===== config.mk =====
export PLATFORM = sky130hd
export DESIGN_NAME = msf_ctrl_flat
export DESIGN_NICKNAME = d
export VERILOG_FILES = /design/src/rtl/msf_pkg.sv /design/src/rtl/msf_ifs.sv /design/src/rtl/msf_ctrl.sv /design/src/flat_wrapper.sv
export SDC_FILE = /design/constraint.sdc
export NUM_CORES = 1
export LEC_CHECK = 0
export BUFFER_PORTS_ARGS = -buffer_cell sky130_fd_sc_hd__buf_2
export CAP_MARGIN = 15
export CORE_AREA = 8 8 102 104
export DETAILED_ROUTE_END_ITERATION = 6
export DIE_AREA = 0 0 110 112
export MAX_ROUTING_LAYER = met4
export PLACE_DENSITY_LB_ADDON = 0.05
export SLEW_MARGIN = 20
export SYNTH_ARGS = -nofsm -noshare
export SYNTH_HDL_FRONTEND = slang
export SYNTH_SLANG_ARGS = --single-unit
export TNS_END_PERCENT = 5

===== constraint.sdc =====
create_clock -name clk_i -period 5.9 [get_ports clk_i]
set_input_delay 0.59 -clock clk_i [delete_from_list [all_inputs] [get_ports clk_i]]
set_output_delay 0.59 -clock clk_i [all_outputs]
set_load 0.005 [all_outputs]

===== src/rtl/msf_pkg.sv =====
// msf_pkg: shared constants, types and helpers of the message slot fifo
// used by every file of the block, no dependencies

package msf_pkg;

  localparam int SLOT_COUNT = 16;
  localparam int SLOT_BYTES = 32;
  localparam int DEPTH      = SLOT_COUNT * SLOT_BYTES;

  localparam int SLOT_W = (SLOT_COUNT > 1) ? $clog2(SLOT_COUNT) : 1;
  localparam int BYTE_W = (SLOT_BYTES > 1) ? $clog2(SLOT_BYTES) : 1;
  localparam int ADDR_W = (DEPTH > 1) ? $clog2(DEPTH) : 1;
  localparam int CNT_W  = $clog2(SLOT_COUNT + 1);
  localparam int LEN_W  = $clog2(SLOT_BYTES + 1);

  localparam int CAP_CFG_W   = 5;
  localparam int BYTES_CFG_W = 6;
  localparam int CFG_DATA_W  = 6;
  localparam int CFG_IDX_W   = 1;
  localparam int CAPCMP_W    = (CNT_W > CAP_CFG_W) ? CNT_W : CAP_CFG_W;
  localparam int LENCMP_W    = (LEN_W > BYTES_CFG_W) ? LEN_W : BYTES_CFG_W;
  localparam int LENGTH_W    = 16;

  typedef logic [SLOT_W-1:0]      slot_idx_t;
  typedef logic [BYTE_W-1:0]      byte_idx_t;
  typedef logic [ADDR_W-1:0]      addr_t;
  typedef logic [CNT_W-1:0]       cnt_t;
  typedef logic [LEN_W-1:0]       len_t;
  typedef logic [LENGTH_W-1:0]    length_t;
  typedef logic [CAPCMP_W-1:0]    capcmp_t;
  typedef logic [LENCMP_W-1:0]    lencmp_t;
  typedef logic [CAP_CFG_W-1:0]   cap_cfg_t;
  typedef logic [BYTES_CFG_W-1:0] bytes_cfg_t;

  localparam cap_cfg_t   CAP_RESET   = 5'd16;
  localparam bytes_cfg_t BYTES_RESET = 6'd32;
  localparam length_t    LENGTH_MAX  = 16'hFFFF;
  localparam logic [7:0] EMPTY_CHAR  = 8'h30;

  localparam logic [CFG_IDX_W-1:0] CFG_CAPACITY = 1'b0;
  localparam logic [CFG_IDX_W-1:0] CFG_BYTES    = 1'b1;

  localparam logic KIND_FEEDBACK = 1'b0;
  localparam logic KIND_FRONT    = 1'b1;

  typedef enum logic [1:0] {
    CMD_PUSH = 2'd0,
    CMD_READ = 2'd1,
    CMD_POP  = 2'd2
  } cmd_e;

  typedef enum logic [1:0] {
    ST_IDLE,
    ST_PAD,
    ST_READ
  } state_e;

  typedef struct packed {
    logic       result_kind;
    logic       was_full;
    logic       accepted;
    length_t    excess_bytes;
    logic [7:0] front_byte;
    logic       queue_empty;
    logic       last_of_run;
  } res_t;

  typedef struct packed {
    logic       we;
    addr_t      waddr;
    logic [7:0] wdata;
    logic       re;
    addr_t      raddr;
  } ram_req_t;

  typedef struct packed {
    cnt_t stored_count;
    logic busy;
  } sts_t;

  function automatic addr_t slot_addr(input slot_idx_t slot, input byte_idx_t idx);
    slot_addr = addr_t'(slot) * addr_t'(SLOT_BYTES) + addr_t'(idx);
  endfunction

endpackage


===== src/rtl/msf_ifs.sv =====
// msf_ifs: valid/ready channel interfaces for items in and results out
// depends on msf_pkg

interface msf_in_if;
  logic       valid;
  logic       ready;
  logic [1:0] command;
  logic [7:0] message_byte;
  logic       end_of_message;

  modport source (output valid, command, message_byte, end_of_message, input ready);
  modport sink (input valid, command, message_byte, end_of_message, output ready);
endinterface

interface msf_out_if;
  logic                          valid;
  logic                          ready;
  logic                          result_kind;
  logic                          was_full;
  logic                          accepted;
  logic [msf_pkg::LENGTH_W-1:0]  excess_bytes;
  logic [7:0]                    front_byte;
  logic                          queue_empty;
  logic                          last_of_run;

  modport source (output valid, result_kind, was_full, accepted, excess_bytes, front_byte,
                  queue_empty, last_of_run, input ready);
  modport sink (input valid, result_kind, was_full, accepted, excess_bytes, front_byte,
                queue_empty, last_of_run, output ready);
endinterface


===== src/rtl/msf_ctrl.sv =====
// msf_ctrl: command sequencer, ring pointers, zero fill and read walk
// depends on msf_pkg, msf_ifs and drives msf_slot_ram

module msf_ctrl (
  input  logic              clk_i,
  input  logic              rst_ni,
  msf_in_if.sink            in_i,
  msf_out_if.source         out_o,
  input  msf_pkg::cnt_t     cap_i,
  input  msf_pkg::len_t     len_i,
  output msf_pkg::ram_req_t ram_o,
  input  logic [7:0]        ram_rdata_i,
  output msf_pkg::sts_t     sts_o
);

  msf_pkg::state_e    state_q, state_d;
  msf_pkg::slot_idx_t head_q, head_d, tail_q, tail_d, pad_slot_q, pad_slot_d;
  msf_pkg::cnt_t      count_q, count_d;
  msf_pkg::length_t   inlen_q, inlen_d;
  logic               rejected_q, rejected_d, open_q, open_d;
  msf_pkg::byte_idx_t idx_q, idx_d;
  logic               out_valid_q, out_valid_d;
  msf_pkg::res_t      out_q, out_d;

  logic               out_free, in_fire, rej, store_en, rd_last, pad_done;
  msf_pkg::length_t   len_cur, len_new, len16, excess;

  assign out_free  = !out_valid_q || out_o.ready;
  assign in_i.ready = (state_q == msf_pkg::ST_IDLE) && out_free;
  assign in_fire   = in_i.valid && in_i.ready;

  // fullness is fixed at the first byte of a message
  assign rej      = open_q ? rejected_q : (count_q >= cap_i);
  assign len_cur  = open_q ? inlen_q : '0;
  assign len_new  = (len_cur == msf_pkg::LENGTH_MAX) ? len_cur : len_cur + 1'b1;
  assign len16    = msf_pkg::length_t'(len_i);
  assign store_en = !rej && (len_cur < len16);
  assign excess   = (len_new > len16) ? len_new - len16 : '0;
  assign rd_last  = (msf_pkg::len_t'(idx_q) == len_i - msf_pkg::len_t'(1));
  assign pad_done = (idx_q == msf_pkg::byte_idx_t'(msf_pkg::SLOT_BYTES - 1));

  // next state
  always_comb begin
    state_d = state_q;
    case (state_q)
      msf_pkg::ST_IDLE: begin
        if (in_fire) begin
          case (in_i.command)
            msf_pkg::CMD_PUSH: begin
              if (in_i.end_of_message && !rej &&
                  (len_new < msf_pkg::length_t'(msf_pkg::SLOT_BYTES))) begin
                state_d = msf_pkg::ST_PAD;
              end
            end
            msf_pkg::CMD_READ: begin
              if (count_q != '0) begin
                state_d = msf_pkg::ST_READ;
              end
            end
            default: ;
          endcase
        end
      end
      msf_pkg::ST_PAD: begin
        if (pad_done) begin
          state_d = msf_pkg::ST_IDLE;
        end
      end
      msf_pkg::ST_READ: begin
        if (out_free && rd_last) begin
          state_d = msf_pkg::ST_IDLE;
        end
      end
      default: state_d = msf_pkg::ST_IDLE;
    endcase
  end

  // datapath and memory access
  always_comb begin
    head_d      = head_q;
    tail_d      = tail_q;
    pad_slot_d  = pad_slot_q;
    count_d     = count_q;
    inlen_d     = inlen_q;
    rejected_d  = rejected_q;
    open_d      = open_q;
    idx_d       = idx_q;
    out_valid_d = out_valid_q && !out_o.ready;
    out_d       = out_q;
    ram_o       = '0;

    case (state_q)
      msf_pkg::ST_IDLE: begin
        if (in_fire) begin
          case (in_i.command)
            msf_pkg::CMD_PUSH: begin
              ram_o.we    = store_en;
              ram_o.waddr = msf_pkg::slot_addr(tail_q, len_cur[msf_pkg::BYTE_W-1:0]);
              ram_o.wdata = in_i.message_byte;
              open_d      = !in_i.end_of_message;
              inlen_d     = len_new;
              rejected_d  = rej;
              if (in_i.end_of_message) begin
                out_valid_d = 1'b1;
                out_d       = '{result_kind: msf_pkg::KIND_FEEDBACK, was_full: rej,
                                accepted: !rej, excess_bytes: rej ? '0 : excess,
                                front_byte: 8'h00, queue_empty: 1'b0, last_of_run: 1'b1};
                if (!rej) begin
                  pad_slot_d = tail_q;
                  idx_d      = len_new[msf_pkg::BYTE_W-1:0];
                  tail_d     = (tail_q == msf_pkg::slot_idx_t'(msf_pkg::SLOT_COUNT - 1)) ?
                               '0 : tail_q + 1'b1;
                  count_d    = count_q + 1'b1;
                end
              end
            end
            msf_pkg::CMD_READ: begin
              if (count_q == '0) begin
                out_valid_d = 1'b1;
                out_d       = '{result_kind: msf_pkg::KIND_FRONT, was_full: 1'b0,
                                accepted: 1'b0, excess_bytes: '0,
                                front_byte: msf_pkg::EMPTY_CHAR, queue_empty: 1'b1,
                                last_of_run: 1'b1};
              end else begin
                ram_o.re    = 1'b1;
                ram_o.raddr = msf_pkg::slot_addr(head_q, '0);
                idx_d       = '0;
              end
            end
            msf_pkg::CMD_POP: begin
              if (count_q != '0) begin
                head_d  = (head_q == msf_pkg::slot_idx_t'(msf_pkg::SLOT_COUNT - 1)) ?
                          '0 : head_q + 1'b1;
                count_d = count_q - 1'b1;
              end
            end
            default: ;
          endcase
        end
      end
      msf_pkg::ST_PAD: begin
        ram_o.we    = 1'b1;
        ram_o.waddr = msf_pkg::slot_addr(pad_slot_q, idx_q);
        ram_o.wdata = 8'h00;
        if (!pad_done) begin
          idx_d = idx_q + 1'b1;
        end
      end
      msf_pkg::ST_READ: begin
        if (out_free) begin
          out_valid_d = 1'b1;
          out_d       = '{result_kind: msf_pkg::KIND_FRONT, was_full: 1'b0,
                          accepted: 1'b0, excess_bytes: '0, front_byte: ram_rdata_i,
                          queue_empty: 1'b0, last_of_run: rd_last};
          if (!rd_last) begin
            ram_o.re    = 1'b1;
            ram_o.raddr = msf_pkg::slot_addr(head_q, idx_q + 1'b1);
            idx_d       = idx_q + 1'b1;
          end
        end
      end
      default: ;
    endcase
  end

  always_ff @(posedge clk_i or negedge rst_ni) begin
    if (!rst_ni) begin
      state_q     <= msf_pkg::ST_IDLE;
      head_q      <= '0;
      tail_q      <= '0;
      pad_slot_q  <= '0;
      count_q     <= '0;
      inlen_q     <= '0;
      rejected_q  <= 1'b0;
      open_q      <= 1'b0;
      idx_q       <= '0;
      out_valid_q <= 1'b0;
    end else begin
      state_q     <= state_d;
      head_q      <= head_d;
      tail_q      <= tail_d;
      pad_slot_q  <= pad_slot_d;
      count_q     <= count_d;
      inlen_q     <= inlen_d;
      rejected_q  <= rejected_d;
      open_q      <= open_d;
      idx_q       <= idx_d;
      out_valid_q <= out_valid_d;
    end
  end

  always_ff @(posedge clk_i) begin
    out_q <= out_d;
  end

  assign out_o.valid        = out_valid_q;
  assign out_o.result_kind  = out_q.result_kind;
  assign out_o.was_full     = out_q.was_full;
  assign out_o.accepted     = out_q.accepted;
  assign out_o.excess_bytes = out_q.excess_bytes;
  assign out_o.front_byte   = out_q.front_byte;
  assign out_o.queue_empty  = out_q.queue_empty;
  assign out_o.last_of_run  = out_q.last_of_run;

  assign sts_o.stored_count = count_q;
  assign sts_o.busy         = (state_q != msf_pkg::ST_IDLE);

endmodule


===== src/flat_wrapper.sv =====
// flat-port wrapper written by rule: the top's interface ports become plain ports
module msf_ctrl_flat 
  (clk_i, rst_ni, cap_i, len_i, ram_o, ram_rdata_i, sts_o, in_i_valid, in_i_command, in_i_message_byte, in_i_end_of_message, in_i_ready, out_o_valid, out_o_result_kind, out_o_was_full, out_o_accepted, out_o_excess_bytes, out_o_front_byte, out_o_queue_empty, out_o_last_of_run, out_o_ready);
  msf_in_if in_i_i ();
  msf_out_if out_o_i ();
  input  logic clk_i;
  input  logic rst_ni;
  input  msf_pkg::cnt_t cap_i;
  input  msf_pkg::len_t len_i;
  output msf_pkg::ram_req_t ram_o;
  input  logic [7:0] ram_rdata_i;
  output msf_pkg::sts_t sts_o;
  input wire logic [$bits(in_i_i.valid)-1:0] in_i_valid;
  input wire logic [$bits(in_i_i.command)-1:0] in_i_command;
  input wire logic [$bits(in_i_i.message_byte)-1:0] in_i_message_byte;
  input wire logic [$bits(in_i_i.end_of_message)-1:0] in_i_end_of_message;
  output wire logic [$bits(in_i_i.ready)-1:0] in_i_ready;
  output wire logic [$bits(out_o_i.valid)-1:0] out_o_valid;
  output wire logic [$bits(out_o_i.result_kind)-1:0] out_o_result_kind;
  output wire logic [$bits(out_o_i.was_full)-1:0] out_o_was_full;
  output wire logic [$bits(out_o_i.accepted)-1:0] out_o_accepted;
  output wire logic [$bits(out_o_i.excess_bytes)-1:0] out_o_excess_bytes;
  output wire logic [$bits(out_o_i.front_byte)-1:0] out_o_front_byte;
  output wire logic [$bits(out_o_i.queue_empty)-1:0] out_o_queue_empty;
  output wire logic [$bits(out_o_i.last_of_run)-1:0] out_o_last_of_run;
  input wire logic [$bits(out_o_i.ready)-1:0] out_o_ready;
  assign in_i_i.valid = in_i_valid;
  assign in_i_i.command = in_i_command;
  assign in_i_i.message_byte = in_i_message_byte;
  assign in_i_i.end_of_message = in_i_end_of_message;
  assign in_i_ready = in_i_i.ready;
  assign out_o_valid = out_o_i.valid;
  assign out_o_result_kind = out_o_i.result_kind;
  assign out_o_was_full = out_o_i.was_full;
  assign out_o_accepted = out_o_i.accepted;
  assign out_o_excess_bytes = out_o_i.excess_bytes;
  assign out_o_front_byte = out_o_i.front_byte;
  assign out_o_queue_empty = out_o_i.queue_empty;
  assign out_o_last_of_run = out_o_i.last_of_run;
  assign out_o_i.ready = out_o_ready;
  msf_ctrl u_core (.clk_i(clk_i), .rst_ni(rst_ni), .in_i(in_i_i), .out_o(out_o_i), .cap_i(cap_i), .len_i(len_i), .ram_o(ram_o), .ram_rdata_i(ram_rdata_i), .sts_o(sts_o));
endmodule

==> key figures, run 1 <==
Global routing
  – Total grt overflow: 0
  – Total track usage: 21.17%
  – Initial antenna violation count: 0
  – Largest net degree at the start of global routing: 44
  – First-pass GRT wire length: 20510 um
  – Vias in the first global route: 4122

Clocking
  – Hold_buf cts: 0
  – Root buffer cell: clkbuf_8
  – Clock transition at path regs: 80 ps
  – Clock network latency to the later pin of the worst-skew pair: 340 ps
  – CTS tree: done
  – TritonCTS Buffers: 9
  – H-tree lvl count: 3
  – Post_cts resized: 0
  – Max clock buf depth: 2
  – Clk sinks: 72
  – # Post-CTS Setup Buffers: 0

STA
  – Final worst path period share: 73.92%
  – Max Transition Viols Final: 0
  – Fin crit period: 4361 ps
  – Max Fclk: 229.3 MHz
  – Final setup viols: 0
  – Clk_skew: 13.01 ps
  – Final Hold Fails: 0
  – RSZ-0062 raised after global routing: no
  – Slew headroom: 44.56%
  – Fin Setup TNS: 0 ps
  – Worst slew pin tran: 831.6 ps

Cells and area
  – Diode count: 0
  – Share of layout cells above drive strength 1: 23.05%
  – Fill count: 754
  – Layout area overhead: 16.89%
  – Final net count: 675

Min path
  – Hold Crit Class: in -> async

Yosys
  – #FFs+latches synth: 72
  – Post-synth EDFFs: 29
  – Dominant synthesized flop cell: dfrtp_1
  – Synth warnings: 0
  – Area of the mapped netlist: 4838 um2
  – Syn nets: 582
  – Yosys cell types: 62
  – Mean Syn Cell Area: 9.341 um2
  – Async S/R FF share, synth: 59.72%
  – Sequential share of the synthesized area: 40.24%
  – Mapped Cells: 518

Placed design
  – GP Congestion: 0.9475
  – Input/output buffers: 98
  – Hpwl dp: 9332 um

Detailed routing
  – DR vias/cell: 5.783
  – Wire per inst: 16.84 um
  – DRC violations left: 0
  – Number of iterations in the first detailed-routing pass: 4
  – Routed via count: 4204
  – Antenna viol nets, final: 0
  – Routed Wire Length: 12240 um
  – 1st-iter DRT viols: 266

Power
  – Leakage: 2.645 nW
  – Cell Pwr Density: 446.3 nW/um2
  – IR Drop Worst-Case VDD: 0.0002176 V
  – Total Power: 2.524 mW

Setup path
  – Setup CP Type: reg -> reg
  – Cell count of the worst reg-to-reg path: 16
  – Reg2Reg Capture Point: u_core.out_o.excess_bytes[8]$_SDFFCE_PP0P_
  – Crit end category: flip-flop
  – Worst EP required: 6010 ps
  – Flop2flop setup slack: 1540 ps
  – Worst R2R Start: u_core.inlen_q[1]$_DFFE_PN0P_
  – Worst EP arrival: 4470 ps
  – CP Launch Type: flip-flop
  – Worst-path fanout max: 16

Die
  – I/O pin count: 99
  – Starting Density: 54.43%
  – Core area: 8890 um2
  – Die Height: 112 um
  – Die W: 110 um
  – Die Area: 12320 um2
  – Placement Rows: 35

Flow run
  – Max_cap viols: 0

Status
  – Status: finished, final reports clean
-- registers in the layout, summed over array words and instances, names as in the netlist --
name	flops
u_core.inlen_q	16
u_core.out_o.excess_bytes	16
u_core.out_o.front_byte	8
u_core.count_q	5
u_core.idx_q	5
u_core.head_q	4
u_core.pad_slot_q	4
u_core.tail_q	4
u_core.state_q	2
u_core.open_q	1
u_core.out_o.accepted	1
u_core.out_o.last_of_run	1
u_core.out_o.queue_empty	1
u_core.out_o.result_kind	1
u_core.out_o.valid	1
u_core.out_o.was_full	1
u_core.rejected_q	1
-- worst max-delay path: stages (launching register included) --
cell,delay [ps]
dfrtp_1,380
and2_1,220
ha_1,220
nand3_1,200
nor4_4,450
nand2_1,300
xnor2_1,360
ha_1,230
inv_1,50
fa_1,400
a21o_1,180
a21oi_1,230
o21bai_1,90
a21o_1,250
o21ai_0,120
a31o_4,280
o21ba_1,170
-- power breakdown --
| part | internal (mW) | switching, mW |
|---|---|---|
| Sequential | 0.780 | 0.153 |
| Combinational | 0.478 | 0.644 |
| Clock | 0.280 | 0.188 |
-- cells in the mapped netlist (10+ instances only) --
cell type | count | share of area (%)
edfxtp_1 | 29 | 18
mux2_2 | 12 | 2.8
ha_1 | 28 | 7.2
xnor2_1 | 26 | 4.7
a21oi_1 | 19 | 2.0
clkbuf_1 | 16 | 1.2
inv_1 | 36 | 2.8
and2_1 | 20 | 2.6
dfrtp_1 | 43 | 22
nand4_1 | 11 | 1.4
nor2_1 | 32 | 2.5
nand2_1 | 63 | 4.9
o21ai_0 | 27 | 2.8
nand3_1 | 10 | 1.0
nor2b_1 | 12 | 1.6
-- how the worst max path moves through the flow --
| stage | start | to |
|---|---|---|
| after floorplan | u_core.open_q$_DFFE_PN0P_ | u_core.out_o.excess_bytes[9]$_SDFFCE_PP0P_ |
| after detailed placement | u_core.open_q$_DFFE_PN0P_ | u_core.out_o.excess_bytes[8]$_SDFFCE_PP0P_ |
| after global routing | u_core.open_q$_DFFE_PN0P_ | u_core.out_o.excess_bytes[8]$_SDFFCE_PP0P_ |
| final | u_core.inlen_q[1]$_DFFE_PN0P_ | u_core.out_o.excess_bytes[8]$_SDFFCE_PP0P_ |
| after CTS | u_core.inlen_q[1]$_DFFE_PN0P_ | u_core.out_o.excess_bytes[8]$_SDFFCE_PP0P_ |
| after global placement | u_core.inlen_q[1]$_DFFE_PN0P_ | u_core.out_o.excess_bytes[8]$_SDFFCE_PP0P_ |
-- cell usage in the layout, fill, tap and decap left out, types with 6 or more instances in the layout --
cell / instances
inv_1: 36
o21ai_0: 27
clkbuf_8: 9
buf_2: 97
xnor2_1: 26
dfrtp_1: 43
and3_1: 6
a21o_1: 9
ha_1: 28
and2_1: 20
nor2_1: 32
nand4_1: 11
nand2_1: 63
a22o_1: 9
edfxtp_1: 29
nor3_1: 6
a21oi_1: 19
a211oi_1: 7
nand3_1: 10
nor2b_1: 12
mux2_2: 12
a31oi_1: 9
nand2b_1: 8
-- logic make-up after synthesis --
family          after synthesis  share of synthesized area, %
simple gates                199                         21.65
compound gates              116                         16.50
flops                        72                         40.24
buf+inv                      55                         4.500
xor+xnor                     30                         5.431
fa+ha+maj                    30                         8.068
mux                          16                         3.620
-- cell type report --
type / instances / area [um2] / area share, %
clock buffer: 10 / 127.6 / 2.257
tap: 111 / 138.9 / 2.456
inverter: 36 / 135.1 / 2.389
clock inverter: 6 / 107.6 / 1.903
timing repair buffer: 101 / 515.5 / 9.115
multi-input combinational: 391 / 2684 / 47.46
sequential: 72 / 1947 / 34.42
-- layer usage --
metal  share of wire (%)  wire length (um)  global-route usage [%]  vias up
met5                   0                 0                       -        -
met4                 1.1               129                   5.856        0
met3                 6.3               768                   3.351       11
met2                  46              5625                   31.83      151
met1                  47              5719                   28.72     1991
li1                    -                 -                       -     2051
-- stage by stage --
stage	util [%]	setup WS, ps	hold slack (ps)	cell area (um2)	cells
6_report	63.62	1539	237.6	5655	727
5_1_grt	63.62	1148	272.9	5655	727
3_5_place_dp	60.94	1603	480.5	5418	711
3_3_place_gp	60.94	1783	467.0	5418	711
2_1_floorplan	-	1565	294.4	4838	518
4_1_cts	63.59	1577	436.7	5653	727
Power figures use the tool's default switching activity.
==> run 2: changes to the inputs <==
Clock period 5.9 ns to 4.5 ns, I/O delays scaled along.
==> run 2 against run 1 <==
Flip-flop and latch count stayed put. Combinational power is 32% higher. Count of clock-buffer cells in the layout increased by 2. Routed wire length is 0.87% lower. Clock skew grew 1.3 ps. Clock power rose by 28%. Utilization up 0.15 points. Register-to-register slack got worse by 1200 ps. Highest routed layer unchanged. Final cell count is 0.14% higher. Largest cell class unchanged. Critical path depth is 1 higher. Non-clock buffer count is 1 higher. Fmax rose by 5.4%.
==> key figures, run 2 (same netlist as run 1, synthesis figures left out) <==
Die
  – Core area: 8890 um2
  – Starting Density: 54.43%
  – Die Height: 112 um
  – Placement Rows: 35
  – I/O pin count: 99
  – Die Area: 12320 um2
  – Die W: 110 um

STA
  – Slew headroom: 44.70%
  – Final worst path period share: 91.97%
  – Final setup viols: 0
  – Max Fclk: 241.6 MHz
  – Fin Setup TNS: 0 ps
  – Final Hold Fails: 0
  – Fin crit period: 4139 ps
  – Worst slew pin tran: 829.5 ps
  – Clk_skew: 14.32 ps
  – RSZ-0062 raised after global routing: no
  – Max Transition Viols Final: 0

Clocking
  – # Post-CTS Setup Buffers: 0
  – Root buffer cell: clkbuf_8
  – H-tree lvl count: 3
  – Clock network latency to the later pin of the worst-skew pair: 340 ps
  – Max clock buf depth: 2
  – Hold_buf cts: 0
  – TritonCTS Buffers: 9
  – CTS tree: done
  – Post_cts resized: 0
  – Clock transition at path regs: 80 ps
  – Clk sinks: 72

Cells and area
  – Util after Layout: 63.77%
  – Commonest cells after routing, fill and taps aside: buf_2, nand2_1, dfrtp_1, inv_1, nor2_1
  – Fill count: 753
  – Reg area: 1947 um2
  – Diode count: 0
  – Layout area overhead: 17.17%
  – Final net count: 676
  – Finished layout cell area: 5669 um2
  – Area of the multi-input gates: 2694 um2
  – Share of layout cells above drive strength 1: 23.50%
  – Commonest non-fill, non-tap cell in the layout: buf_2

Setup path
  – Cell Chain, Critical Path: nand2_1 > inv_1 > ha_1 > nand3_1 > nor4_4 > nand2_2 > xnor2_2 > ha_1 > inv_1 > fa_1 > a21o_1 > a21oi_1 > o21bai_1 > a21o_1 > o21ai_0 > a31o_4 > o21ba_1
  – CP max stage cell: dfrtp_1
  – Worst stage delay on the critical path: 440 ps
  – Worst EP required: 4610 ps
  – Worst-path fanout max: 16
  – Crit end category: flip-flop
  – Worst EP arrival: 4250 ps
  – Setup CP Type: reg -> reg
  – Worst Path Buf+Inv: 2
  – CP Launch Type: flip-flop
  – Delay-heaviest family, CP: compound AO/OA/AOI/OAI gates

Power
  – Cell Pwr Density: 581.3 nW/um2
  – Leakage: 2.658 nW
  – IR Drop Worst-Case VDD: 0.0002823 V
  – Flop pwr share: 37.1%
  – Gate power share: 44.8%
  – Internal cell power: 2.000 mW
  – Clk pwr share: 18.1%
  – Net Sw Power: 1.295 mW
  – Switching part of the total: 39.31%
  – Total Power: 3.295 mW

Detailed routing
  – Routed via count: 4205
  – DRC violations left: 0
  – 1st-iter DRT viols: 252
  – Number of iterations in the first detailed-routing pass: 5
  – Routed Wire Length: 12140 um
  – Antenna viol nets, final: 0
  – Wire per inst: 16.67 um
  – DR vias/cell: 5.776

Placed design
  – GP Congestion: 0.9427
  – DP Area: 5425 um2
  – Hpwl dp: 9160 um
  – Input/output buffers: 98

Global routing
  – Vias in the first global route: 4061
  – Largest net degree at the start of global routing: 44
  – First-pass GRT wire length: 19950 um
  – Met1 Usage GRT: 28.13%
  – Total track usage: 20.58%
  – Total grt overflow: 0
  – Initial antenna violation count: 0
  – Routing usage on met3: 3.408%
  – GR Util met2: 28.91%
  – GR peak layer: met2

Status
  – Status: finished, final reports clean

Flow run
  – Max_cap viols: 0

Min path
  – Hold Crit Class: in -> async
==> run 2: changes by cell type in the layout (fill, tap and decap cells not counted), sizes merged <==
cell / previous run / this run
bufinv: 3 / 2
clkbuf: 10 / 12
buf: 101 / 102
inv: 36 / 37
clkinv: 3 / 1
==> run 2: area by class of cell <==
| type | instances | share of cell area (%) |
|---|---|---|
| timing repair buffer | 102 | 9.225 |
| multi-input combinational | 391 | 47.52 |
| inverter | 36 | 2.384 |
| clock buffer | 12 | 2.759 |
| sequential | 72 | 34.34 |
| clock inverter | 4 | 1.324 |
| tap | 111 | 2.450 |
==> run 2: per-layer routing <==
layer / routed length [um] / part of all wire, %
met5: 0 / 0
met4: 314 / 2.6
met2: 5272 / 43
met1: 5732 / 47
met3: 817 / 6.7
==> run 2: stage by stage <==
stage | setup WS [ps] | std cells | hold slack (ps)
finish | 361.4 | 728 | 86.01
global route | 13.95 | 728 | 133.8
CTS | 274.4 | 728 | 292.7
detailed placement | 297.2 | 712 | 476.2
global placement | 473.4 | 712 | 471.0
floorplan | 164.6 | 518 | 154.4
==> run 2: worst paths after layout <==
check / startpoint / endpoint / slack [ps] / cells after the start
worst min-delay path: rst_ni / u_core.count_q[2]$_DFFE_PN0P_ / 90 / 1
worst max-delay path: u_core.open_q$_DFFE_PN0P_ / u_core.out_o.excess_bytes[8]$_SDFFCE_PP0P_ / 360 / 17
worst max register to register: u_core.open_q$_DFFE_PN0P_ / u_core.out_o.excess_bytes[8]$_SDFFCE_PP0P_ / 360 / 17
min in group clk_i: ram_rdata_i[5] / u_core.out_o.front_byte[5]$_DFFE_PP_ / 380 / 2
worst min register to register: u_core.rejected_q$_DFFE_PN0P_ / u_core.rejected_q$_DFFE_PN0P_ / 490 / 2
max in group asynchronous: rst_ni / u_core.inlen_q[5]$_DFFE_PN0P_ / 4020 / 1
==> run 2: power groups by stage <==
stage	combinational, mW	clock, mW	sequential, mW
2_1_floorplan	0.984	0	1.22
3_3_place_gp	1.44	0	1.23
3_5_place_dp	1.48	0	1.23
4_1_cts	1.49	0.611	1.22
5_1_grt	1.65	0.632	1.26
6_report	1.48	0.596	1.22
==> run 3: changes to the inputs <==
Settings changed: CAP_MARGIN 15 to default.
Clock period 4.5 ns to 4 ns, I/O delays scaled along.
==> run 3 against run 2 <==
Sequential share of layout area decreased by 0.21 points. Worst hold slack worse by 57 ps. Routed wire length increased by 7.5%. Sequential power is 14% higher. Count of clock-buffer cells in the layout fell by 2. Critical path depth is the same. Clock power about the same. Design area up 0.68%. Global-route usage rose by 0.60 points. Via count up 1.5%. Clock skew up 2.5 ps. Power grew 12%.
==> key figures, run 3 (same netlist as run 1, synthesis figures left out) <==
Cells and area
  – Share of layout cells above drive strength 1: 25.28%
  – Fill count: 771
  – Finished layout cell area: 5708 um2
  – Util after Layout: 64.21%
  – Diode count: 0
  – Reg area: 1948 um2
  – Area of the multi-input gates: 2715 um2
  – Commonest cells after routing, fill and taps aside: buf_2, nand2_1, dfrtp_1, inv_1, nor2_1
  – Final net count: 684
  – Layout area overhead: 17.97%
  – Commonest non-fill, non-tap cell in the layout: buf_2

Detailed routing
  – Wire per inst: 17.73 um
  – 1st-iter DRT viols: 308
  – DRC violations left: 0
  – DR vias/cell: 5.800
  – Antenna viol nets, final: 0
  – Routed Wire Length: 13050 um
  – Routed via count: 4269
  – Number of iterations in the first detailed-routing pass: 5

STA
  – Max Fclk: 267.0 MHz
  – Clk_skew: 16.87 ps
  – Final setup viols: 0
  – Slew headroom: 47.77%
  – Worst slew pin tran: 779.2 ps
  – Final worst path period share: 93.64%
  – Fin Setup TNS: 0 ps
  – Fin crit period: 3746 ps
  – Max Transition Viols Final: 0
  – Final Hold Fails: 0

Status
  – Status: finished, final reports clean

Clocking
  – Max clock buf depth: 2
  – Clock transition at path regs: 90 ps
  – Hold_buf cts: 0
  – Root buffer cell: clkbuf_8
  – Clk sinks: 72
  – CTS tree: done
  – Clock network latency to the later pin of the worst-skew pair: 360 ps
  – H-tree lvl count: 3
  – TritonCTS Buffers: 9

Setup path
  – Worst EP arrival: 3870 ps
  – Worst-path fanout max: 8
  – Worst EP required: 4130 ps
  – Reg2Reg Capture Point: u_core.out_o.excess_bytes[8]$_SDFFCE_PP0P_
  – CP Launch Type: flip-flop
  – Flop2flop setup slack: 250 ps
  – Crit end category: flip-flop
  – Setup CP Type: reg -> reg
  – Cell count of the worst reg-to-reg path: 17
  – Worst R2R Start: u_core.open_q$_DFFE_PN0P_

Global routing
  – Vias in the first global route: 4080
  – First-pass GRT wire length: 20380 um
  – Total track usage: 21.19%
  – Largest net degree at the start of global routing: 44
  – Initial antenna violation count: 0
  – Total grt overflow: 0

Power
  – IR Drop Worst-Case VDD: 0.0003644 V
  – Leakage: 2.670 nW
  – Total Power: 3.696 mW
  – Cell Pwr Density: 647.5 nW/um2

Placed design
  – Hpwl dp: 9863 um
  – DP Area: 5473 um2
  – GP Congestion: 0.8975
  – Input/output buffers: 98

Min path
  – Hold Crit Class: in -> async

Die
  – Die W: 110 um
  – Starting Density: 54.43%
  – Core area: 8890 um2
  – I/O pin count: 99
  – Die Height: 112 um
  – Die Area: 12320 um2
  – Placement Rows: 35

Flow run
  – Max_cap viols: 0
==> run 3: cell type report <==
| cell class | instances | area share (%) |
|---|---|---|
| inverters | 36 | 2.367 |
| clock inverters | 6 | 1.184 |
| well taps | 111 | 2.433 |
| repair buffers | 109 | 10.08 |
| multi-input cells | 392 | 47.57 |
| flip-flops and latches | 72 | 34.13 |
| clock buffers | 10 | 2.236 |
==> run 3: repair_timing <==
item                                    4_1_cts  5_1_grt
setup buffers                                 0        1
gates resized for setup                       0        6
endpoints found under the setup margin        0       16
==> run 3: critical path, stage by stage, from the launching register on <==
cell      delay [ps]
dfrtp_2          420
nand2_1          100
inv_1            130
ha_1             220
nand3_2          140
nor4_4           290
nand2_2          130
xnor2_2          180
ha_1             200
inv_1             70
fa_1             400
a21o_1           170
a21oi_1          210
o21bai_1          90
a21o_1           250
o21ai_2          110
a31o_4           230
o21ba_1          150
==> run 3: worst max path at each step <==
stage	start	to	slack, ps	depth (start not counted)
after floorplan	u_core.open_q$_DFFE_PN0P_	u_core.out_o.excess_bytes[9]$_SDFFCE_PP0P_	20	19
after global placement	u_core.open_q$_DFFE_PN0P_	u_core.out_o.excess_bytes[8]$_SDFFCE_PP0P_	300	16
after detailed placement	u_core.open_q$_DFFE_PN0P_	u_core.out_o.excess_bytes[8]$_SDFFCE_PP0P_	160	16
after CTS	u_core.open_q$_DFFE_PN0P_	u_core.out_o.excess_bytes[8]$_SDFFCE_PP0P_	130	16
after global routing	u_core.open_q$_DFFE_PN0P_	u_core.out_o.excess_bytes[12]$_SDFFCE_PP0P_	-8	16
final	u_core.open_q$_DFFE_PN0P_	u_core.out_o.excess_bytes[8]$_SDFFCE_PP0P_	250	17
==> run 3: per-layer routing <==
metal  global-route usage (%)  part of all wire [%]  up-vias
li1                         -                     -     2078
met2                    31.59                    46      152
met5                        -                     0        -
met4                    6.396                   1.0        0
met3                    2.831                   6.1       10
met1                    29.05                    47     2029
==> run 3: power by group <==
| group | internal [mW] | total [mW] | switching [mW] |
|---|---|---|---|
| logic | 0.733 | 1.71 | 0.981 |
| clock network | 0.291 | 0.594 | 0.303 |
| registers | 1.15 | 1.39 | 0.236 |
==> run 3: per-stage QoR <==
| step | instances | hold slack, ps | setup WS [ps] |
|---|---|---|---|
| 5_1_grt | 736 | 62.18 | -7.730 |
| 2_1_floorplan | 518 | 104.4 | 20.04 |
| 3_3_place_gp | 718 | 464.9 | 302.7 |
| 6_report | 736 | 28.76 | 254.4 |
| 4_1_cts | 734 | 231.3 | 134.2 |
| 3_5_place_dp | 718 | 469.9 | 161.3 |
